$ cat config.mk
export PLATFORM = sky130hd
export DESIGN_NAME = qte_cordic_cell
export DESIGN_NICKNAME = d
export VERILOG_FILES = /design/src/hdl/qte_pkg.sv /design/src/hdl/qte_cordic_cell.sv
export SDC_FILE = /design/constraint.sdc
export NUM_CORES = 1
export LEC_CHECK = 0
export BUFFER_PORTS_ARGS = -buffer_cell sky130_fd_sc_hd__buf_2
export CELL_PAD_IN_SITES_DETAIL_PLACEMENT = 1
export CELL_PAD_IN_SITES_GLOBAL_PLACEMENT = 1
export CORE_MARGIN = 2
export CORE_UTILIZATION = 38
export CTS_CLUSTER_SIZE = 12
export DETAILED_ROUTE_END_ITERATION = 6
export PLACE_DENSITY = 0.88
export SLEW_MARGIN = 20
export SYNTH_ARGS = -nofsm -noshare
export SYNTH_HDL_FRONTEND = slang
export SYNTH_SLANG_ARGS = --single-unit
export TNS_END_PERCENT = 100
$ cat constraint.sdc
create_clock -name clk -period 2.9 [get_ports clk]
set_input_delay 0.58 -clock clk [delete_from_list [all_inputs] [get_ports clk]]
set_output_delay 0.58 -clock clk [all_outputs]
set_load 0.01 [all_outputs]
$ cat src/hdl/qte_pkg.sv
// ----------------------------------------------------------------------------
// qte_pkg
// Shared constants, types and the arctangent table of the quaternion to
// Euler angle converter.
// ----------------------------------------------------------------------------
package qte_pkg;

	localparam int COMPONENT_WIDTH_DEF = 16;
	localparam int ANGLE_WIDTH_DEF     = 16;
	localparam int CORDIC_STAGES_DEF   = 16;

	// internal component format, Q1.14 in 16 bits
	localparam int COMP_W    = 16;
	// cordic x/y datapath width, covers operand range and gain
	localparam int CORDIC_W  = 38;
	// binary angle accumulator, 2^31 is pi
	localparam int PHASE_W   = 32;
	// square root steps, one result bit each
	localparam int SQRT_STEPS = 32;
	localparam int SQRT_W     = 64;

	localparam int THR_W = 14;
	localparam logic [THR_W-1:0] THR_RESET = 14'd8176;

	typedef enum logic [1:0] {
		POLE_NONE  = 2'd0,
		POLE_NORTH = 2'd1,
		POLE_SOUTH = 2'd2
	} pole_t;

	typedef struct packed {
		logic signed [CORDIC_W-1:0] x;
		logic signed [CORDIC_W-1:0] y;
		logic        [PHASE_W-1:0]  z;
		logic                       zero;
	} cordic_t;

	typedef struct packed {
		logic [SQRT_W-1:0] rem;
		logic [SQRT_W-1:0] root;
	} sqrt_t;

	typedef struct packed {
		logic signed [CORDIC_W-1:0] hy;
		logic signed [CORDIC_W-1:0] hx;
		logic signed [CORDIC_W-1:0] by;
		logic signed [CORDIC_W-1:0] bx;
		logic        [31:0]         a;
		logic        [31:0]         b;
		pole_t                      pole;
	} side_t;

	localparam logic [PHASE_W-1:0] ATAN_TAB [32] = '{
		32'd536870912, 32'd316933406, 32'd167458907, 32'd85004756,
		32'd42667331,  32'd21354465,  32'd10679838,  32'd5340245,
		32'd2670163,   32'd1335087,   32'd667544,    32'd333772,
		32'd166886,    32'd83443,     32'd41722,     32'd20861,
		32'd10430,     32'd5215,      32'd2608,      32'd1304,
		32'd652,       32'd326,       32'd163,       32'd81,
		32'd41,        32'd20,        32'd10,        32'd5,
		32'd3,         32'd1,         32'd1,         32'd0
	};

endpackage

$ cat src/hdl/qte_cordic_cell.sv
// ----------------------------------------------------------------------------
// qte_cordic_cell
// One vectoring rotation of the arctangent cordic, registered.
// ----------------------------------------------------------------------------
module qte_cordic_cell #(
	parameter int SHIFT = 0
) (
	input  logic             clk,
	input  logic             en,
	input  qte_pkg::cordic_t din,
	output qte_pkg::cordic_t dout
);
	import qte_pkg::*;

	cordic_t nxt;

	always_comb begin
		nxt = din;
		if (!din.y[CORDIC_W-1]) begin
			nxt.x = din.x + (din.y >>> SHIFT);
			nxt.y = din.y - (din.x >>> SHIFT);
			nxt.z = din.z + ATAN_TAB[SHIFT];
		end else begin
			nxt.x = din.x - (din.y >>> SHIFT);
			nxt.y = din.y + (din.x >>> SHIFT);
			nxt.z = din.z - ATAN_TAB[SHIFT];
		end
	end

	always_ff @(posedge clk) begin
		if (en) begin
			dout <= nxt;
		end
	end

endmodule

# Yosys cells after proc, flatten, opt, wreduce, memory -nomap -nowiden
# Cells that the tools add are included.
dict set report totals {
  register_bits 109
  output_inout_bits 109
  wordCells 10
}
dict set report op_classes {
  n_addsub 5
  muxes 1
}
# cell n
set op_table {}
lappend op_table {{$mux 108} 1}
lappend op_table {{$sub 38x38->38} 2}
lappend op_table {{$add 38x38->38} 1}
lappend op_table {{$add 32x30->32 const B} 1}
lappend op_table {{$sub 32x30->32 const B} 1}

# Longest topological paths before layout
dict set report depth {
  ltp_word 2
  ltp_mapped 13
  mapped_depth_nobuf 12
}

# Least setup slack after synthesis
# Ideal clock, no wire load.
dict set report synth_timing {
  path_type {input port to flip-flop}
  start {in din[33] in the netlist's numbering}
  end {reg dout[95] in the netlist's numbering (data pin)}
  setup_time_ns 0.270
  t_arrival_ns 2.645
  required_ns 2.630
  setup_slack_ns -0.015
  cell_stages 11
  n_path_buf 0
  cell_sequence {ha_1 -> fa_1 -> nor2b_1 -> o211ai_1 -> a21oi_2 -> a21oi_2 -> nand2_1 -> a211o_1 -> a21bo_1 -> a22oi_1 -> xor2_1}
}
# item line
set synth_rtl {}
lappend synth_rtl {{start: declaration} qte_cordic_cell.sv:10} ;# input qte_pkg::cordic_t din,
lappend synth_rtl {{end signal: assignment} qte_cordic_cell.sv:32} ;# dout <= nxt;
lappend synth_rtl {{end: declaration} qte_cordic_cell.sv:11} ;# output qte_pkg::cordic_t dout

==> impl_metrics.yaml <==
yosys:
  synthCells: 1184
  synth_top_family_by_area: "compound AO/OA/AOI/OAI gates"
  seq_area_frac_synth: 0.314
  yosys.area_share.simple: 0.146
  synth-edff-count: 108
  synth_seq_cells: 108
  synth-main-ff-cell: "edfxtp_1"
  syn_nets: 1419
  avgSynthCellArea_sq_um: 8.73
  yosysWarnings: 0
  synth-compound-area-share: 0.239
  async_flop_share: 0
  yosys.cell_types.count: 85
  synth_xor_area_frac: 0.0627
  syn_area_sq_um: 10300
  synthMuxAreaShare: 0.0174
  synth_fa_ha_area_frac: 0.153
worst_setup_path:
  critPathArrivalTime_ps: 3410
  path_max_fanout: 2
  cpMaxStageDelayCell: "nor4_2"
  cp.required_ps: 3020
  path_class: "input port to register"
  crit_top_cell: "buf_4"
  cp_top_family: "simple AND/OR/NAND/NOR gates"
  start_kind: "input port"
  cp_cell_sequence: "buf_6 -> buf_4 -> ha_1 -> a21oi_1 -> buf_4 -> o21ai_1 -> a22o_1 -> nor4_2 -> a2111oi_2 -> nor2_1 -> mux2i_1 -> xor2_1"
  worstSetupEndpointType: "register"
  cp_slowest_stage_delay_ps: 730
  path_buf_inv: 3
floorplan:
  start_util: 0.386
  ios: 220
  dieArea_sq_um: 28500
  die_w_microns: 169
  die-height_microns: 169
  core.rowCount: 60
  coreArea_sq_um: 26800
clocking:
  h-tree-depth: 3
  cts_root_buffer: "clkbuf_16"
  clock_path_buffers: 2
  postCtsHoldBufs: 0
  cts_inserted_buffers: 9
  cts.sinks: 108
  clk_pin_slew_worst_paths_ps: 90
  tritoncts: "yes"
final_layout:
  nNetsFinal: 2007
  top_regs: "dout (108)"
  fin_area_sq_um: 16400
  syn_to_final_growth_pct: 59.1
  nFillCells: 3041
  regMostFlops: "dout"
  multi_input_area_sq_um: 7670
  drive_gt1_frac: 0.490
  regArea_sq_um: 3240
  final_cells: 2119
  largest_reg_flops: 108
  finalCoreUtilization: 0.613
place:
  gp_congestion: 1.02
  io_buffers: 219
  dp_slack_ps: -835
  dp_hpwl_mm: 36.8
  numPlacedInstances: 2063
  placed_area_sq_um: 14400
run_status:
  failed_checks: "DRC, setup timing"
  status: "finished with violations"
sta:
  fin_crit_sh: 1.14
  fin_ws_ps: -392
  hold_viol_final: 0
  rsz0062_at_grt: "yes"
  whs_ps: 365
  finalCriticalPeriod_ps: 3290
  slew_headroom: 0.444
  max_slew.worst_pin.slew_ps: 827
  setup_viol: 43
  fmax_ghz: 0.304
  finalSetupTns_ps: -7310
  slew_viol_final: 0
routing:
  routed_wl_mm: 62.0
  drt-wirelength-per-cell_microns: 29.3
  drt-initial-drc-count: 1655
  drc: 1
  first_pass_iters: 7
  ant_nets: 0
  via_per_inst: 6.37
  num_vias: 13500
power:
  p_leak_nw: 7.49
  ir_worst_vdd_mv: 0.364
  p_total_mw: 7.15
  power.density_nw_per_um2: 435
global_routing:
  grt_start_max_net_pins: 53
  grt_overflow: 0
  grt_util_all_layers: 0.341
  grt_pass1_wl_mm: 75.4
  antenna_found_initial: 2
  grt_pass1_vias: 13300
hold_path:
  min_to: "dout[9]$_DFFE_PP_"
  worstHoldPathCells: 1
  min_from: "din[9]"
  hp-class: "input port to register"
job:
  cap_viol_max_count: 0
## logic make-up after synthesis
kind of cell,after synthesis
DFF,108
AOI/OAI and AO/OA,381
buffers and inverters,176
adders and majority gates,124
xor gates and xnor gates,74
and+or+nand+nor,303
muxes,18
## routing by layer
layer | GRT usage | share of wire
met1 | 0.408 | 0.35
met2 | 0.574 | 0.45
met3 | 0.0650 | 0.11
met4 | 0.192 | 0.092
met5 | 0 | 0.00023
## cells in the mapped netlist (13+ instances only)
library cell	instances	area (sq um)
ha_1	120	1500
o31ai_1	15	113
o21a_1	14	105
nor4_1	13	81.3
a21oi_1	139	696
xnor2_1	62	543
inv_1	121	454
o21ai_0	66	330
nand2b_1	15	93.8
nor3_1	21	105
nor2b_1	17	106
mux2i_1	18	180
buf_2	14	70.1
edfxtp_1	108	3240
nand3_1	23	115
nand2_1	60	225
o21bai_1	18	135
nand4_1	17	106
nor2_1	99	372
clkbuf_1	26	97.6
o211ai_1	17	128
a21o_1	24	180
## layout make-up
class / instances / area share
Antenna cell: 1 / 0.000152
Clock buffer: 9 / 0.0137
Clock inverter: 7 / 0.00419
Inverter: 127 / 0.0301
Multi-Input combinational cell: 900 / 0.466
Sequential cell: 108 / 0.197
Tap cell: 341 / 0.0260
Timing Repair Buffer: 626 / 0.262
## repair_timing
item                       CTS  global route
gates resized for setup    101           218
pin swaps                   42            89
buffers inserted            16            24
setup endpoints to repair   42            44
## worst max path at each step
stage	startpoint	end	slack (ps)	cells after the start
global route	din[42]	dout[52]$_DFFE_PP_	-490	15
detailed placement	din[40]	dout[61]$_DFFE_PP_	-830	14
global placement	din[40]	dout[61]$_DFFE_PP_	-630	14
floorplan	din[71]	dout[107]$_DFFE_PP_	0.5	11
CTS	din[71]	dout[93]$_DFFE_PP_	-6	12
finish	din[43]	dout[65]$_DFFE_PP_	-390	12
## where the power goes
group          total (mW)  internal [mW]  switching, mW  leakage (nW)
registers            2.11           2.02         0.0893          1.06
clock network        1.41          0.616          0.797         0.145
logic                3.62           1.51           2.12          6.29
## cell usage in the layout, fill, tap and decap left out, types with 9 or more instances in the layout
master	n
nand2b_1	14
o21a_1	14
a21oi_1	100
ha_4	28
o21ai_2	11
buf_6	22
ha_1	84
buf_2	207
nor4_2	9
buf_4	392
inv_2	9
xnor2_1	58
xor2_1	12
nand2_1	53
nor3_1	13
inv_1	108
nand3_1	20
o211ai_1	17
o21bai_1	16
a21o_1	24
a21oi_2	38
clkbuf_16	9
nor2_1	88
nand4_1	17
o21ai_0	46
nor2b_1	12
edfxtp_1	108
o21ai_1	17
mux2i_1	14
Note: power is estimated with default switching activity, not from simulation.
