--- config.mk ---
export PLATFORM = sky130hd
export DESIGN_NAME = qte_sqrt_cell
export DESIGN_NICKNAME = d
export VERILOG_FILES = /design/src/hdl/qte_pkg.sv /design/src/hdl/qte_sqrt_cell.sv
export SDC_FILE = /design/constraint.sdc
export NUM_CORES = 1
export LEC_CHECK = 0
export BUFFER_PORTS_ARGS = -buffer_cell sky130_fd_sc_hd__buf_4
export CAP_MARGIN = 20
export CORE_ASPECT_RATIO = 0.8
export CORE_UTILIZATION = 23
export CTS_CLUSTER_SIZE = 25
export DETAILED_ROUTE_END_ITERATION = 8
export SLEW_MARGIN = 20
export SYNTH_ARGS = -nofsm -noshare
export SYNTH_HDL_FRONTEND = slang
export SYNTH_SLANG_ARGS = --single-unit
export TNS_END_PERCENT = 100
--- constraint.sdc ---
create_clock -name clk -period 9.2 [get_ports clk]
set_clock_uncertainty 0.2 [all_clocks]
set_input_delay 2.3 -clock clk [delete_from_list [all_inputs] [get_ports clk]]
set_output_delay 2.3 -clock clk [all_outputs]
set_load 0.01 [all_outputs]
--- src/hdl/qte_pkg.sv ---
// ----------------------------------------------------------------------------
// qte_pkg
// Shared constants, types and the arctangent table of the quaternion to
// Euler angle converter.
// ----------------------------------------------------------------------------
package qte_pkg;

	localparam int COMPONENT_WIDTH_DEF = 16;
	localparam int ANGLE_WIDTH_DEF     = 16;
	localparam int CORDIC_STAGES_DEF   = 16;

	// internal component format, Q1.14 in 16 bits
	localparam int COMP_W    = 16;
	// cordic x/y datapath width, covers operand range and gain
	localparam int CORDIC_W  = 38;
	// binary angle accumulator, 2^31 is pi
	localparam int PHASE_W   = 32;
	// square root steps, one result bit each
	localparam int SQRT_STEPS = 32;
	localparam int SQRT_W     = 64;

	localparam int THR_W = 14;
	localparam logic [THR_W-1:0] THR_RESET = 14'd8176;

	typedef enum logic [1:0] {
		POLE_NONE  = 2'd0,
		POLE_NORTH = 2'd1,
		POLE_SOUTH = 2'd2
	} pole_t;

	typedef struct packed {
		logic signed [CORDIC_W-1:0] x;
		logic signed [CORDIC_W-1:0] y;
		logic        [PHASE_W-1:0]  z;
		logic                       zero;
	} cordic_t;

	typedef struct packed {
		logic [SQRT_W-1:0] rem;
		logic [SQRT_W-1:0] root;
	} sqrt_t;

	typedef struct packed {
		logic signed [CORDIC_W-1:0] hy;
		logic signed [CORDIC_W-1:0] hx;
		logic signed [CORDIC_W-1:0] by;
		logic signed [CORDIC_W-1:0] bx;
		logic        [31:0]         a;
		logic        [31:0]         b;
		pole_t                      pole;
	} side_t;

	localparam logic [PHASE_W-1:0] ATAN_TAB [32] = '{
		32'd536870912, 32'd316933406, 32'd167458907, 32'd85004756,
		32'd42667331,  32'd21354465,  32'd10679838,  32'd5340245,
		32'd2670163,   32'd1335087,   32'd667544,    32'd333772,
		32'd166886,    32'd83443,     32'd41722,     32'd20861,
		32'd10430,     32'd5215,      32'd2608,      32'd1304,
		32'd652,       32'd326,       32'd163,       32'd81,
		32'd41,        32'd20,        32'd10,        32'd5,
		32'd3,         32'd1,         32'd1,         32'd0
	};

endpackage

--- src/hdl/qte_sqrt_cell.sv ---
// ----------------------------------------------------------------------------
// qte_sqrt_cell
// One step of the digit-by-digit integer square root, registered.
// ----------------------------------------------------------------------------
module qte_sqrt_cell #(
	parameter int STEP = 0
) (
	input  logic           clk,
	input  logic           en,
	input  qte_pkg::sqrt_t din,
	output qte_pkg::sqrt_t dout
);
	import qte_pkg::*;

	localparam logic [SQRT_W-1:0] ONE = SQRT_W'(1) << (2 * STEP);

	logic [SQRT_W-1:0] trial;
	sqrt_t             nxt;

	always_comb begin
		trial = din.root + ONE;
		if (din.rem >= trial) begin
			nxt.rem  = din.rem - trial;
			nxt.root = (din.root >> 1) + ONE;
		end else begin
			nxt.rem  = din.rem;
			nxt.root = din.root >> 1;
		end
	end

	always_ff @(posedge clk) begin
		if (en) begin
			dout <= nxt;
		end
	end

endmodule

-- Word-level counts from Yosys, hierarchy flattened
Index checks and enable logic that the tools add are counted.
- add/sub/neg operators: 3
- $lt $le $gt $ge: 1
- mux-type cells: 1
- operator list (cell ; count):
    128-bit 2-to-1 mux ; 1
    63-bit by 1-bit adder with 64-bit output, second input constant ; 1
    64-bit by 1-bit adder with 64-bit output, second input constant ; 1
    64-bit greater-or-equal comparator ; 1
    64-bit subtractor ; 1
- register bits after elaboration: 128
- input port bits: 130
- output and inout bits: 128
- logic and storage cells: 8

-- Logic depth before layout (Yosys ltp)
- depth in word-level cells: 3
- depth in mapped cells: 25
- depth with buffers taken out: 21

-- Worst setup path after synthesis
No wires, ideal clock.
- path type: input port to flip-flop
- from: input port din[3] in the netlist's numbering
- to: register dout[119] in the netlist's numbering (data pin)
- library setup time: 0.259 ns
- arrival: 6.722 ns
- data required time: 8.741 ns
- path slack: 2.019 ns
- stages on the path: 24
- buffers on the path: 3
- cell sequence: clkbuf_1 > and3_1 > and3_1 > and3_1 > nor2b_1 > nand3_1 > or4_1 > nor3_1 > nand2_1 > nor2_1 > xnor2_1 > ha_1 > clkbuf_1 > a21o_1 > a21o_1 > a21oi_1 > o21ai_0 > a21oi_1 > o31ai_1 > a31oi_4 > buf_4 > nor4b_1 > a211o_1 > a211o_1
- RTL lines (item ; line ; RTL):
    from (decl) ; qte_sqrt_cell.sv:10 ; input qte_pkg::sqrt_t din,
    to (signal assigned) ; qte_sqrt_cell.sv:33 ; dout <= nxt;
    to (decl) ; qte_sqrt_cell.sv:11 ; output qte_pkg::sqrt_t dout

==> summary.md <==
| Metric | Value |
|---|---|
| Status | `complete, no violations` |
| # nets final | `roughly 1700` |
| Post-CTS Setup Repair Bufs | `0` |
| Max-Cap Viols | `0` |
| Final period util | `about 88%` |
| CTS resizes | `0` |
| Slew headroom | `about a third` |
| RSZ-0062 raised after global routing | `no` |
| Final Cell Area | `between 10000 and 15000 um2` |
| Routed vias/inst | `approximately 5` |
| Quantity of I/O buffers inserted on ports | `257` |
| Placed cell count | `~2100` |
| Synth cell types | `between 60 and 70` |
| Worst path bufs/invs | `2` |
| Number of H-tree levels | `4` |
| Non-Filler Instances | `roughly 2100` |
| Worst EP arrival | `8090 ps` |
| Proportion of layout cells with a drive suffix above 1 | `approximately 22%` |
| CTS sink cnt | `approximately 130` |
| Worst Path Max Fanout | `93` |
| Worst Hold Endpoint | `dout[80]` |
| Final ANT Viol Nets | `0` |
| CTS tree | `done` |
| Initial Util | `23.51%` |
| Uppermost layer routed | `met5` |
| Leading area contributor after synthesis | `edfxtp_1` |
| Most common cell on crit path | `and3_1` |
| Syn avg cell area | `just under 9 um2` |
| Via Count | `approximately 11000` |
| Largest reg by FF count | `dout` |
| Crit path kind | `input port to flop` |
| First-pass GRT wire length | `roughly 66 mm` |
| Root buf cell | `clkbuf_16` |
| Origin of the worst min-delay path | `din[80]` |
| Setup WS pre-CTS | `between 700 and 800 ps` |
| Gpl congestion | `about 0.9` |
| Post-route DRC | `0` |
| Largest net degree at the start of global routing | `94` |
| Total gr overflow | `0` |
| DP Wirelength | `between 30 and 40 mm` |
| Crit path capture type | `flop` |
| Fmax | `approximately 120 MHz` |
| Wl on met1 | `22.09 mm` |
| Max VDD drop | `between 0.0001 and 0.00015 V` |
| Startpoint types | `input port` |
| Hold Path Stages | `3` |
| PD cells | `about 150 nW/um2` |
| Die ar. | `between 40000 and 50000 um2` |
| Slowest stage delay, CP | `roughly 670 ps` |
| Routed len/inst | `21.79 um` |
| Number of synthesized flops with an enable pin | `~130` |
| Routed WL | `45.68 mm` |
| Critical path's slowest cell | `buf_4` |
| Die height | `between 150 and 200 um` |
| Post-synthesis net count | `1441` |
| WP data required | `about 9000 ps` |
| Vias in the first global route | `just over 10000` |
| Mapped cell area | `about 11000 um2` |
| Async SR Flop Fraction | `0%` |
| Fin crit period | `8079 ps` |
| Seq/Total Area, Yosys | `about 35%` |
| Leak | `0.005536 uW` |
| Fin. Hold Viols | `0` |
| YS warnings | `0` |
| Crit-path cells | `buf_4 > and3_1 > and3_1 > and3_1 > nor2b_1 > nand3_1 > or4_1 > nor3_1 > nand2_1 > nor2_1 > xnor2_1 > ha_1 > a21o_1 > a21o_1 > a21oi_1 > o21ai_0 > a21oi_1 > o31ai_1 > a31oi_4 > buf_4 > nor4b_1 > a211o_1 > a211o_1` |
| Syn Inst Count | `around 1200` |
| Initial antenna violation count | `2` |
| Slew Viols, Final | `0` |
| Layout Utilization | `between 30 and 40%` |
| Synth top cells by count | `182 x nand2_1, 128 x edfxtp_1, 98 x xnor2_1` |
| Cts hold-fix bufs | `0` |
| First DRT Iteration DRCs | `1110` |
| Number of flip-flops in the largest register | `around 130` |
| Clock buffers created by TritonCTS | `17` |
| Drt pass-1 iters | `6` |
| Ranking of synthesized cells by area | `edfxtp_1 35%, xnor2_1 7.9%, ha_1 7.6%, xor2_1 6.8%, nand2_1 6.3%` |
| Regs by FF count | `dout x128` |
| # IOs | `roughly 260` |
| Clock buffer depth | `2` |
| Routed wl met2 | `between 15 and 20 mm` |
| DP Area | `between 10000 and 15000 um2` |
| Synthesis-to-finish area growth | `28.80%` |
| Clock-pin slew on the worst setup and hold paths | `70 ps` |
| Core ar. | `roughly 46000 um2` |
| Primary FF master, synth | `edfxtp_1` |
| Total GRT Usage | `a little under a fifth` |
| Worst slew pin tran | `1010 ps` |
| Cell with the most instances after synthesis | `nand2_1` |
| DR WL met3 | `about 3.4 mm` |
| Post-route setup TNS | `0 ps` |
| Final Worst Setup Slack | `around 1100 ps` |
| Setup violators final | `0` |
| Worst hold path type | `input port to flop` |
| Yosys reg bits | `about 130` |
| CP top delay family | `simple AND/OR/NAND/NOR gates` |
| FP Rows | `70` |
| Die Wd | `244.6 um` |
| Post-synth top area share | `roughly 35%` |
how the worst max path moves through the flow:
stage	start	endpoint	slack, ps	cells past startpoint
finish	din[3]	dout[119]	1120	23
global route	din[3]	dout[119]	660	23
CTS	din[3]	dout[119]	1210	23
detailed placement	din[3]	dout[119]	760	23
global placement	din[3]	dout[119]	890	23
floorplan	din[3]	dout[119]	2020	24
report_power, final:
part / total (uW) / internal (uW) / switching [uW] / leakage [uW]
clock network: 695 / 364 / 331 / 0.000287
logic: 653 / 273 / 380 / 0.00400
registers: 757 / 727 / 29.3 / 0.00125
total: 2100 / 1360 / 740 / 0.00554
cell type report:
cell class	count	area (um2)
diodes	1	2.502
clock inverters	15	160.2
clock buffers	17	425.4
inverters	18	67.56
fillers	4975	32120
multi-input cells	1037	6673
well taps	612	765.7
repair buffers	268	2012
flip-flops and latches	128	3844
cell families after synthesis:
logic type | synth area share, %
simple gates | 21.58
compound gates | 16.99
xor+xnor | 14.72
flops | 35.49
buf+inv | 2.900
fa+ha+maj | 7.810
mux | 0.5083
cells in the final DEF (no fill, tap or decap), drive strengths merged, types with 12 or more instances in the layout:
cell type / synthesis / routed
buf: 11 / 268
nand2: 182 / 182
edfxtp: 128 / 128
xnor2: 98 / 98
o21ai: 95 / 95
nor2: 92 / 92
xor2: 84 / 84
a21oi: 81 / 81
ha: 66 / 66
a21o: 47 / 47
nand4: 44 / 44
nand3: 38 / 38
nor3: 31 / 31
inv: 18 / 29
and3: 28 / 28
clkbuf: 50 / 17
a31oi: 12 / 12
routing by layer:
metal,GRT usage (%),vias up
li1,-,4972
met1,26.78,5066
met2,27.26,428
met3,5.075,61
met4,5.301,2
met5,0,-
per-stage QoR:
| step | total power, uW | hold slack, ps |
|---|---|---|
| final | 2104 | 1938 |
| after global routing | 2209 | 1931 |
| after CTS | 2127 | 1905 |
| after detailed placement | 1415 | 2399 |
| after global placement | 1417 | 2401 |
| after floorplan | 1113 | 2213 |
(Power assumes the default switching activity.)
